**src/design/sorted_key_table_assert.svh**
```systemverilog
// Assertion macros shared by the sorted key table modules.
`ifndef SORTED_KEY_TABLE_ASSERT_SVH
`define SORTED_KEY_TABLE_ASSERT_SVH

// Same-cycle implication, checked on clk and disabled while rst_n is low.
`define SKT_ASSERT_IMP(name, ante, cons) \
  name: assert property (@(posedge clk) disable iff (!rst_n) (ante) |-> (cons)) \
    else $error("sorted_key_table: assertion failed");

// Next-cycle implication, checked on clk and disabled while rst_n is low.
`define SKT_ASSERT_NXT(name, ante, cons) \
  name: assert property (@(posedge clk) disable iff (!rst_n) (ante) |=> (cons)) \
    else $error("sorted_key_table: assertion failed");

`endif

```
**src/design/skt_pkg.sv**
```systemverilog
// Types and constants shared by the sorted key table modules.
`timescale 1ns / 1ps

package skt_pkg;

  localparam int KEY_W    = 16;
  localparam int VALUE_W  = 14;
  localparam int NAME_W   = 32;
  localparam int STATUS_W = 2;
  localparam int COUNT_W  = 7;

  localparam logic CMD_INSERT = 1'b0;
  localparam logic CMD_DELETE = 1'b1;

  localparam logic [STATUS_W-1:0] ST_DONE      = 2'd0;
  localparam logic [STATUS_W-1:0] ST_FULL      = 2'd1;
  localparam logic [STATUS_W-1:0] ST_NOT_FOUND = 2'd2;

  typedef struct packed {
    logic [KEY_W-1:0]   key;
    logic [VALUE_W-1:0] value_pct;
    logic [NAME_W-1:0]  name_ref;
  } entry_t;

  typedef struct packed {
    logic ins_en;
    logic del_en;
  } skt_ctl_t;

endpackage

```
**src/design/skt_if.sv**
```systemverilog
// Request and result channel interfaces of the sorted key table.
`timescale 1ns / 1ps

interface skt_in_if;
  logic                       valid;
  logic                       ready;
  logic                       cmd;
  logic [skt_pkg::KEY_W-1:0]   key;
  logic [skt_pkg::VALUE_W-1:0] value_pct;
  logic [skt_pkg::NAME_W-1:0]  name_ref;

  modport source (output valid, output cmd, output key, output value_pct,
                  output name_ref, input ready);
  modport sink (input valid, input cmd, input key, input value_pct,
                input name_ref, output ready);
endinterface

interface skt_out_if;
  logic                         valid;
  logic                         ready;
  logic [skt_pkg::STATUS_W-1:0] status;
  logic [skt_pkg::COUNT_W-1:0]  count;

  modport source (output valid, output status, output count, input ready);
  modport sink (input valid, input status, input count, output ready);
endinterface

```
**src/design/sorted_key_table.sv**
```systemverilog
// Sorted key table: fixed-capacity table kept in ascending key order.
// Requests arrive on in_req: cmd selects insert or delete, key orders and
// matches entries, value_pct and name_ref are stored on insert. An insert
// goes after every entry with a key not greater than its own; a delete
// removes the first entry with an equal key and closes the gap.
// Each request yields one result on out_res: status (done, table full,
// key not found) and the entry count after the request.
// A request is taken into the request register and executed once the
// result register is free, when every cell of the chain compares in
// parallel and shifts by one slot. The result is registered, and a new
// request is taken only after the previous one has executed, set by the
// single request register in front of the cell chain.
// The result register is separate from the request register, so a
// request may be accepted while a result waits; a stalled receiver holds
// the next request in the request register until the result is taken.
// Synchronous reset empties the table at once; cell contents are not
// cleared, only the count.
`timescale 1ns / 1ps

`include "sorted_key_table_assert.svh"

module sorted_key_table #(
  parameter int CAPACITY = 64
) (
  input  logic      clk,
  input  logic      rst_n,
  skt_in_if.sink    in_req,
  skt_out_if.source out_res
);

  localparam int CLOG_W = $clog2(CAPACITY + 1);
  localparam int CNT_W  = (CLOG_W > skt_pkg::COUNT_W) ? CLOG_W : skt_pkg::COUNT_W;

  logic                                  busy_r, busy_nxt;
  logic                                  out_valid_r, out_valid_nxt;
  logic [CNT_W-1:0]                      count_r, count_nxt;
  logic                                  req_cmd_r;
  skt_pkg::entry_t                       req_item_r;
  logic [skt_pkg::STATUS_W-1:0]          out_status_r, out_status_nxt;
  logic [skt_pkg::COUNT_W-1:0]           out_count_r;
  logic                                  accept;
  logic                                  exec;
  logic                                  full;
  logic                                  found;
  skt_pkg::skt_ctl_t                     ctl;

  assign in_req.ready = !busy_r;
  assign accept       = in_req.valid && in_req.ready;
  assign exec         = busy_r && (!out_valid_r || out_res.ready);
  assign full         = count_r == CNT_W'(CAPACITY);

  skt_chain #(
    .CAPACITY (CAPACITY),
    .CNT_W    (CNT_W)
  ) u_chain (
    .clk   (clk),
    .rst_n (rst_n),
    .ctl   (ctl),
    .item  (req_item_r),
    .count (count_r),
    .found (found)
  );

  always_comb begin
    ctl.ins_en     = 1'b0;
    ctl.del_en     = 1'b0;
    count_nxt      = count_r;
    out_status_nxt = skt_pkg::ST_DONE;
    unique case (req_cmd_r)
      skt_pkg::CMD_INSERT: begin
        if (full) begin
          out_status_nxt = skt_pkg::ST_FULL;
        end else begin
          ctl.ins_en = exec;
          if (exec) begin
            count_nxt = count_r + CNT_W'(1);
          end
        end
      end
      skt_pkg::CMD_DELETE: begin
        if (!found) begin
          out_status_nxt = skt_pkg::ST_NOT_FOUND;
        end else begin
          ctl.del_en = exec;
          if (exec) begin
            count_nxt = count_r - CNT_W'(1);
          end
        end
      end
      default: begin
        out_status_nxt = skt_pkg::ST_DONE;
      end
    endcase

    busy_nxt = busy_r;
    if (exec) begin
      busy_nxt = 1'b0;
    end else if (accept) begin
      busy_nxt = 1'b1;
    end

    out_valid_nxt = out_valid_r;
    if (exec) begin
      out_valid_nxt = 1'b1;
    end else if (out_res.ready) begin
      out_valid_nxt = 1'b0;
    end
  end

  always_ff @(posedge clk) begin
    if (!rst_n) begin
      busy_r      <= 1'b0;
      out_valid_r <= 1'b0;
      count_r     <= '0;
    end else begin
      busy_r      <= busy_nxt;
      out_valid_r <= out_valid_nxt;
      count_r     <= count_nxt;
    end
  end

  always_ff @(posedge clk) begin
    if (accept) begin
      req_cmd_r            <= in_req.cmd;
      req_item_r.key       <= in_req.key;
      req_item_r.value_pct <= in_req.value_pct;
      req_item_r.name_ref  <= in_req.name_ref;
    end
    if (exec) begin
      out_status_r <= out_status_nxt;
      out_count_r  <= count_nxt[skt_pkg::COUNT_W-1:0];
    end
  end

  assign out_res.valid  = out_valid_r;
  assign out_res.status = out_status_r;
  assign out_res.count  = out_count_r;

  `SKT_ASSERT_IMP(a_cnt_bound, 1'b1, count_r <= CNT_W'(CAPACITY))
  `SKT_ASSERT_IMP(a_out_cnt, out_valid_r, out_count_r == count_r[skt_pkg::COUNT_W-1:0])
  `SKT_ASSERT_NXT(a_cnt_hold, !exec, $stable(count_r))

endmodule

```
**src/design/skt_cell.sv**
```systemverilog
// One slot of the sorted chain: holds an entry and shifts with its neighbors.
`timescale 1ns / 1ps

module skt_cell #(
  parameter int IDX   = 0,
  parameter int CNT_W = 7
) (
  input  logic              clk,
  input  skt_pkg::skt_ctl_t ctl,
  input  skt_pkg::entry_t   item,
  input  logic [CNT_W-1:0]  count,
  input  skt_pkg::entry_t   left_ent,
  input  logic              left_after,
  input  logic              left_ge,
  input  skt_pkg::entry_t   right_ent,
  output skt_pkg::entry_t   ent,
  output logic              after,
  output logic              ge,
  output logic              hit
);

  skt_pkg::entry_t ent_r;
  skt_pkg::entry_t ent_nxt;
  logic            occ;

  assign occ   = count > CNT_W'(IDX);
  assign after = !occ || (ent_r.key > item.key);
  assign ge    = occ && (ent_r.key >= item.key);
  assign hit   = occ && (ent_r.key == item.key) && !left_ge;
  assign ent   = ent_r;

  always_comb begin
    ent_nxt = ent_r;
    if (ctl.ins_en && after) begin
      ent_nxt = left_after ? left_ent : item;
    end else if (ctl.del_en && ge) begin
      ent_nxt = right_ent;
    end
  end

  always_ff @(posedge clk) begin
    ent_r <= ent_nxt;
  end

endmodule

```
**src/design/skt_chain.sv**
```systemverilog
// Row of table cells with the match reduction for delete requests.
`timescale 1ns / 1ps

`include "sorted_key_table_assert.svh"

module skt_chain #(
  parameter int CAPACITY = 64,
  parameter int CNT_W    = 7
) (
  input  logic              clk,
  input  logic              rst_n,
  input  skt_pkg::skt_ctl_t ctl,
  input  skt_pkg::entry_t   item,
  input  logic [CNT_W-1:0]  count,
  output logic              found
);

  skt_pkg::entry_t     ent   [CAPACITY];
  logic [CAPACITY-1:0] after_vec;
  logic [CAPACITY-1:0] ge_vec;
  logic [CAPACITY-1:0] hit_vec;

  for (genvar i = 0; i < CAPACITY; i++) begin : g_cell
    skt_pkg::entry_t left_ent;
    skt_pkg::entry_t right_ent;
    logic            left_after;
    logic            left_ge;

    if (i == 0) begin : g_first
      assign left_ent   = '0;
      assign left_after = 1'b0;
      assign left_ge    = 1'b0;
    end else begin : g_mid
      assign left_ent   = ent[i-1];
      assign left_after = after_vec[i-1];
      assign left_ge    = ge_vec[i-1];
    end

    if (i == CAPACITY - 1) begin : g_last
      assign right_ent = '0;
    end else begin : g_inner
      assign right_ent = ent[i+1];
    end

    skt_cell #(
      .IDX   (i),
      .CNT_W (CNT_W)
    ) u_cell (
      .clk        (clk),
      .ctl        (ctl),
      .item       (item),
      .count      (count),
      .left_ent   (left_ent),
      .left_after (left_after),
      .left_ge    (left_ge),
      .right_ent  (right_ent),
      .ent        (ent[i]),
      .after      (after_vec[i]),
      .ge         (ge_vec[i]),
      .hit        (hit_vec[i])
    );
  end

  assign found = |hit_vec;

  // The table stays sorted, so each compare flag rises at most once along the row and at most one cell hits.
  `SKT_ASSERT_IMP(a_hit_single, 1'b1, $onehot0(hit_vec))
  `SKT_ASSERT_IMP(a_after_mono, 1'b1, $onehot0(after_vec & ~{after_vec[CAPACITY-2:0], 1'b0}))
  `SKT_ASSERT_IMP(a_ge_mono, 1'b1, $onehot0(ge_vec & ~{ge_vec[CAPACITY-2:0], 1'b0}))

endmodule

```
**src/flat_wrapper.sv**
```systemverilog
// flat-port wrapper written by rule: the top's interface ports become plain ports
module sorted_key_table_flat 
#(
  parameter int CAPACITY = 64
)
  (clk, rst_n, in_req_valid, in_req_cmd, in_req_key, in_req_value_pct, in_req_name_ref, in_req_ready, out_res_valid, out_res_status, out_res_count, out_res_ready);
  skt_in_if in_req_i ();
  skt_out_if out_res_i ();
  input  logic clk;
  input  logic rst_n;
  input wire logic [$bits(in_req_i.valid)-1:0] in_req_valid;
  input wire logic [$bits(in_req_i.cmd)-1:0] in_req_cmd;
  input wire logic [$bits(in_req_i.key)-1:0] in_req_key;
  input wire logic [$bits(in_req_i.value_pct)-1:0] in_req_value_pct;
  input wire logic [$bits(in_req_i.name_ref)-1:0] in_req_name_ref;
  output wire logic [$bits(in_req_i.ready)-1:0] in_req_ready;
  output wire logic [$bits(out_res_i.valid)-1:0] out_res_valid;
  output wire logic [$bits(out_res_i.status)-1:0] out_res_status;
  output wire logic [$bits(out_res_i.count)-1:0] out_res_count;
  input wire logic [$bits(out_res_i.ready)-1:0] out_res_ready;
  assign in_req_i.valid = in_req_valid;
  assign in_req_i.cmd = in_req_cmd;
  assign in_req_i.key = in_req_key;
  assign in_req_i.value_pct = in_req_value_pct;
  assign in_req_i.name_ref = in_req_name_ref;
  assign in_req_ready = in_req_i.ready;
  assign out_res_valid = out_res_i.valid;
  assign out_res_status = out_res_i.status;
  assign out_res_count = out_res_i.count;
  assign out_res_i.ready = out_res_ready;
  sorted_key_table #(.CAPACITY(CAPACITY)) u_core (.clk(clk), .rst_n(rst_n), .in_req(in_req_i), .out_res(out_res_i));
endmodule
```
**config.mk**
```make
export PLATFORM = sky130hd
export DESIGN_NAME = sorted_key_table_flat
export DESIGN_NICKNAME = d
export VERILOG_FILES = /design/src/design/skt_pkg.sv /design/src/design/skt_if.sv /design/src/design/sorted_key_table.sv /design/src/design/skt_cell.sv /design/src/design/skt_chain.sv /design/src/flat_wrapper.sv
export VERILOG_INCLUDE_DIRS = /design/src /design/src/design
export SDC_FILE = /design/constraint.sdc
export NUM_CORES = 2
export LEC_CHECK = 0
export BUFFER_PORTS_ARGS = -buffer_cell sky130_fd_sc_hd__buf_2
export CAP_MARGIN = 20
export CORE_MARGIN = 8
export CORE_UTILIZATION = 28
export CTS_CLUSTER_DIAMETER = 150
export DETAILED_ROUTE_END_ITERATION = 10
export PLACE_DENSITY_LB_ADDON = 0.15
export SLEW_MARGIN = 20
export SYNTH_ARGS = -nofsm -noshare
export SYNTH_HDL_FRONTEND = slang
export SYNTH_SLANG_ARGS = --single-unit
export TNS_END_PERCENT = 30
```
**constraint.sdc**
```tcl
create_clock -name clk -period 15.1 [get_ports clk]
set_input_delay 1.51 -clock clk [delete_from_list [all_inputs] [get_ports clk]]
set_output_delay 1.51 -clock clk [all_outputs]
set_load 0.03 [all_outputs]
```
==> impl_results.md <==
- Status: complete, no violations
- Die area: 298000 um2
- Worst min-delay path startpoint: u_core.out_res.valid
- Routed WL per cell: 26.0 um
- Gr usage total: 20.0%
- Longest Clk Path Bufs: 4
- Minimum clock period: 7490 ps
- Asr flop ratio synth: 0%
- Num ports: 78
- First-pass GRT wire length: 453000 um
- Commonest non-fill, non-tap cell in the layout: edfxtp_1
- Fin nets: 9303
- WHS Path Cells: 2
- Worst skew pair latency: 840 ps
- Hold WS: 517 ps
- Commonest cells after routing, fill and taps aside: 1050 x edfxtp_1, 1028 x ha_1, 1025 x nand2_1
- Final WS setup: 7610 ps
- CP Capture Type: register
- Initial antenna violation count: 13
- Int Power: 5820 uW
- Core region area: 280000 um2
- Sw power: 2410 uW
- Tot Pwr: 8230 uW
- TritonCTS Sinks: 1059
- Leak Pwr: 0.0334 uW
- Die H: 546 um
- Synth Net Count: 9378
- FF-to-FF Start: u_core.req_item_r[55]
- CP Max Fanout: 43
- Sequential share of power: 43.2%
- Hold Crit Class: reg2reg
- Post-synthesis instance total: 8283
- Setup bufs post-CTS: 0
- Die W: 546 um
- Seq cells post-synth: 1059
- RSZ-0062 raised after global routing: no
- Final Hold Fails: 0
- Switching Share: 29.2%
- Rel. slew slack: 21.4%
- Tcrit/Tclk final: 49.6%
- Worst path required time: 15520 ps
- Worst slack, placed: 7600 ps
- Vias in the first global route: 65142
- Routed via count: 65807
- R2R setup slack: 7610 ps
- Largest net degree at the start of global routing: 75
- Distinct cells, synth: 93
- Slew Viols, Final: 0
- Max-cap violation count: 0
- Synth Flop Type: edfxtp_1
- Port Buffers: 31
- YS warnings: 0
- Total clock buffers created by CTS: 149
- Number of synthesized flops with an enable pin: 1050
- FF-to-FF path depth: 17
- Critical path arrival: 7910 ps
- P&R area growth vs syn: 12.3%
- Antenna-violating nets left: 0
- Critical path class: reg2reg
- Comb pwr share: 14.8%
- Setup_tns: 0 ps
- Hpwl dp: 229000 um
- Worst clock skew: 56.5 ps
- Reg clk slew, reported paths: 50 ps
- Worst r2r dst: u_core.u_chain.g_cell[42].u_cell.ent[54]
- Initial detailed-routing violation count: 5981
- P per Cell Area: 93.0 nW/um2
- Post-Syn Area: 78700 um2
- Register area share after synthesis: 40.3%
- Final wirelength: 313000 um
- H-tree levels: 4
- Initial cell density of the core: 28.2%
- Share of cells above drive strength 1: 6.98%
- Part of the power in the clock network: 42.0%
- DRC Markers: 0
- DRT Pass-1 Iters: 8
- Post-cts hold buffer count: 0
- Max Clk Rate: 0.133 GHz
- TritonCTS clock tree: yes
- Slew @ Worst Pin: 1170 ps
- Vias per std cell: 5.47
- FF+latch area: 31700 um2
- Filler cells: 29081
- Global route overflow: 0
- Hold Path Sink: u_core.out_res.valid
- Synth Area per Inst: 9.51 um2
- Routability cong.: 0.881
- Final setup violation count: 0
- Maximum VDD drop: 77.4 uV
- Critical path launch point type: register
- Row count: 194
- Post-CTS Resized: 0
- Root Driver: clkbuf_16
- Area of the multi-input gates: 45200 um2
worst max-delay path, stage by stage (launching register included):
cell and delay [ps]:
edfxtp_1 360, buf_4 290, inv_6 520, buf_4 580
buf_4 540, ha_1 220, nand4_1 160, nor4_1 620
o21ai_0 260, o2111ai_1 360, a211oi_1 260, a2111oi_0 440
buf_4 210, nand4_1 110, or4_4 630, nand3_2 310
buf_4 590, o22ai_2 460
synth_stat cells, drive strengths merged, types with 20 or more instances:
master / instances / share of area (%)
nor2: 698 / 3.3
o21bai: 22 / 0.21
o21a: 33 / 0.31
mux2i: 749 / 9.5
a21o: 141 / 1.3
nand2: 1027 / 4.9
and2: 26 / 0.21
a31oi: 28 / 0.22
nand3: 93 / 0.60
or3: 20 / 0.16
nor4: 50 / 0.42
nor3: 63 / 0.42
o211ai: 41 / 0.39
buf: 60 / 0.34
nand4: 228 / 1.8
clkbuf: 399 / 1.9
inv: 129 / 0.61
a21oi: 987 / 6.3
or4: 26 / 0.27
nor2b: 62 / 0.49
o21ai: 958 / 6.1
a21boi: 20 / 0.19
ha: 1028 / 16
nand2b: 58 / 0.46
a211oi: 36 / 0.35
edfxtp: 1050 / 40
and4: 28 / 0.31
power by group through the flow:
stage	logic [uW]	clock network, uW	registers [uW]
after global routing	1360	3630	3560
after detailed placement	1200	0	3610
after floorplan	785	0	3540
final	1220	3460	3550
after CTS	1210	3540	3550
after global placement	1160	0	3610
metrics by stage:
stage	util, %	instances	area (um2)
2_1_floorplan	-	8283	78700
3_5_place_dp	29.9	11779	83700
5_1_grt	31.6	12033	88400
4_1_cts	31.6	12030	88200
6_report	31.6	12035	88400
3_3_place_gp	29.9	11779	83700
sequential cells by signal, summed over array words and instances, names as in the netlist:
register,count
u_core.out_res.valid,1
u_core.count_r,7
u_core.busy_r,1
u_core.req_cmd_r,1
u_core.u_chain.g_cell.u_cell.ent,1024
u_core.out_res.status,2
u_core.out_res.count,7
u_core.req_item_r,16
area by class of cell:
cell class	count	area share, %
Inverter	145	0.669
Clock inverter	68	0.784
Sequential cell	1059	35.9
Timing Repair Buffer	233	1.95
Multi-Input combinational cell	6620	51.1
Clock buffer	183	4.37
Antenna cell	3	0.00849
Tap cell	3724	5.27
worst max-delay path by stage:
stage,startpoint,depth (start not counted),endpoint
floorplan,u_core.req_item_r[59],15,u_core.u_chain.g_cell[18].u_cell.ent[46]
global placement,u_core.req_item_r[55],16,u_core.u_chain.g_cell[42].u_cell.ent[54]
detailed placement,u_core.req_item_r[55],17,u_core.u_chain.g_cell[42].u_cell.ent[54]
CTS,u_core.req_item_r[55],17,u_core.u_chain.g_cell[42].u_cell.ent[58]
global route,u_core.req_item_r[55],17,u_core.u_chain.g_cell[42].u_cell.ent[58]
finish,u_core.req_item_r[55],17,u_core.u_chain.g_cell[42].u_cell.ent[54]
kinds of logic (layout without fill, tap and decap cells):
group           Yosys count  in the layout  synth area share [%]
compound gates         2404           2404                  17.0
xor+xnor                  2              2                0.0222
fa+ha+maj              1028           1028                  16.3
buf+inv                 604            629                  2.93
flops                  1059           1059                  40.3
mux                     750            750                  9.53
other cells               0              3                     0
simple gates           2436           2436                  13.9
layer usage:
layer  track usage (%)  wire (um)  up-vias
met3              2.43      15800      454
li1                  -          -    30968
met1              28.0     147000    32586
met5                 0         13        -
met4              5.95       9630        2
met2              32.3     141000     1797
Power figures use the tool's default switching activity.
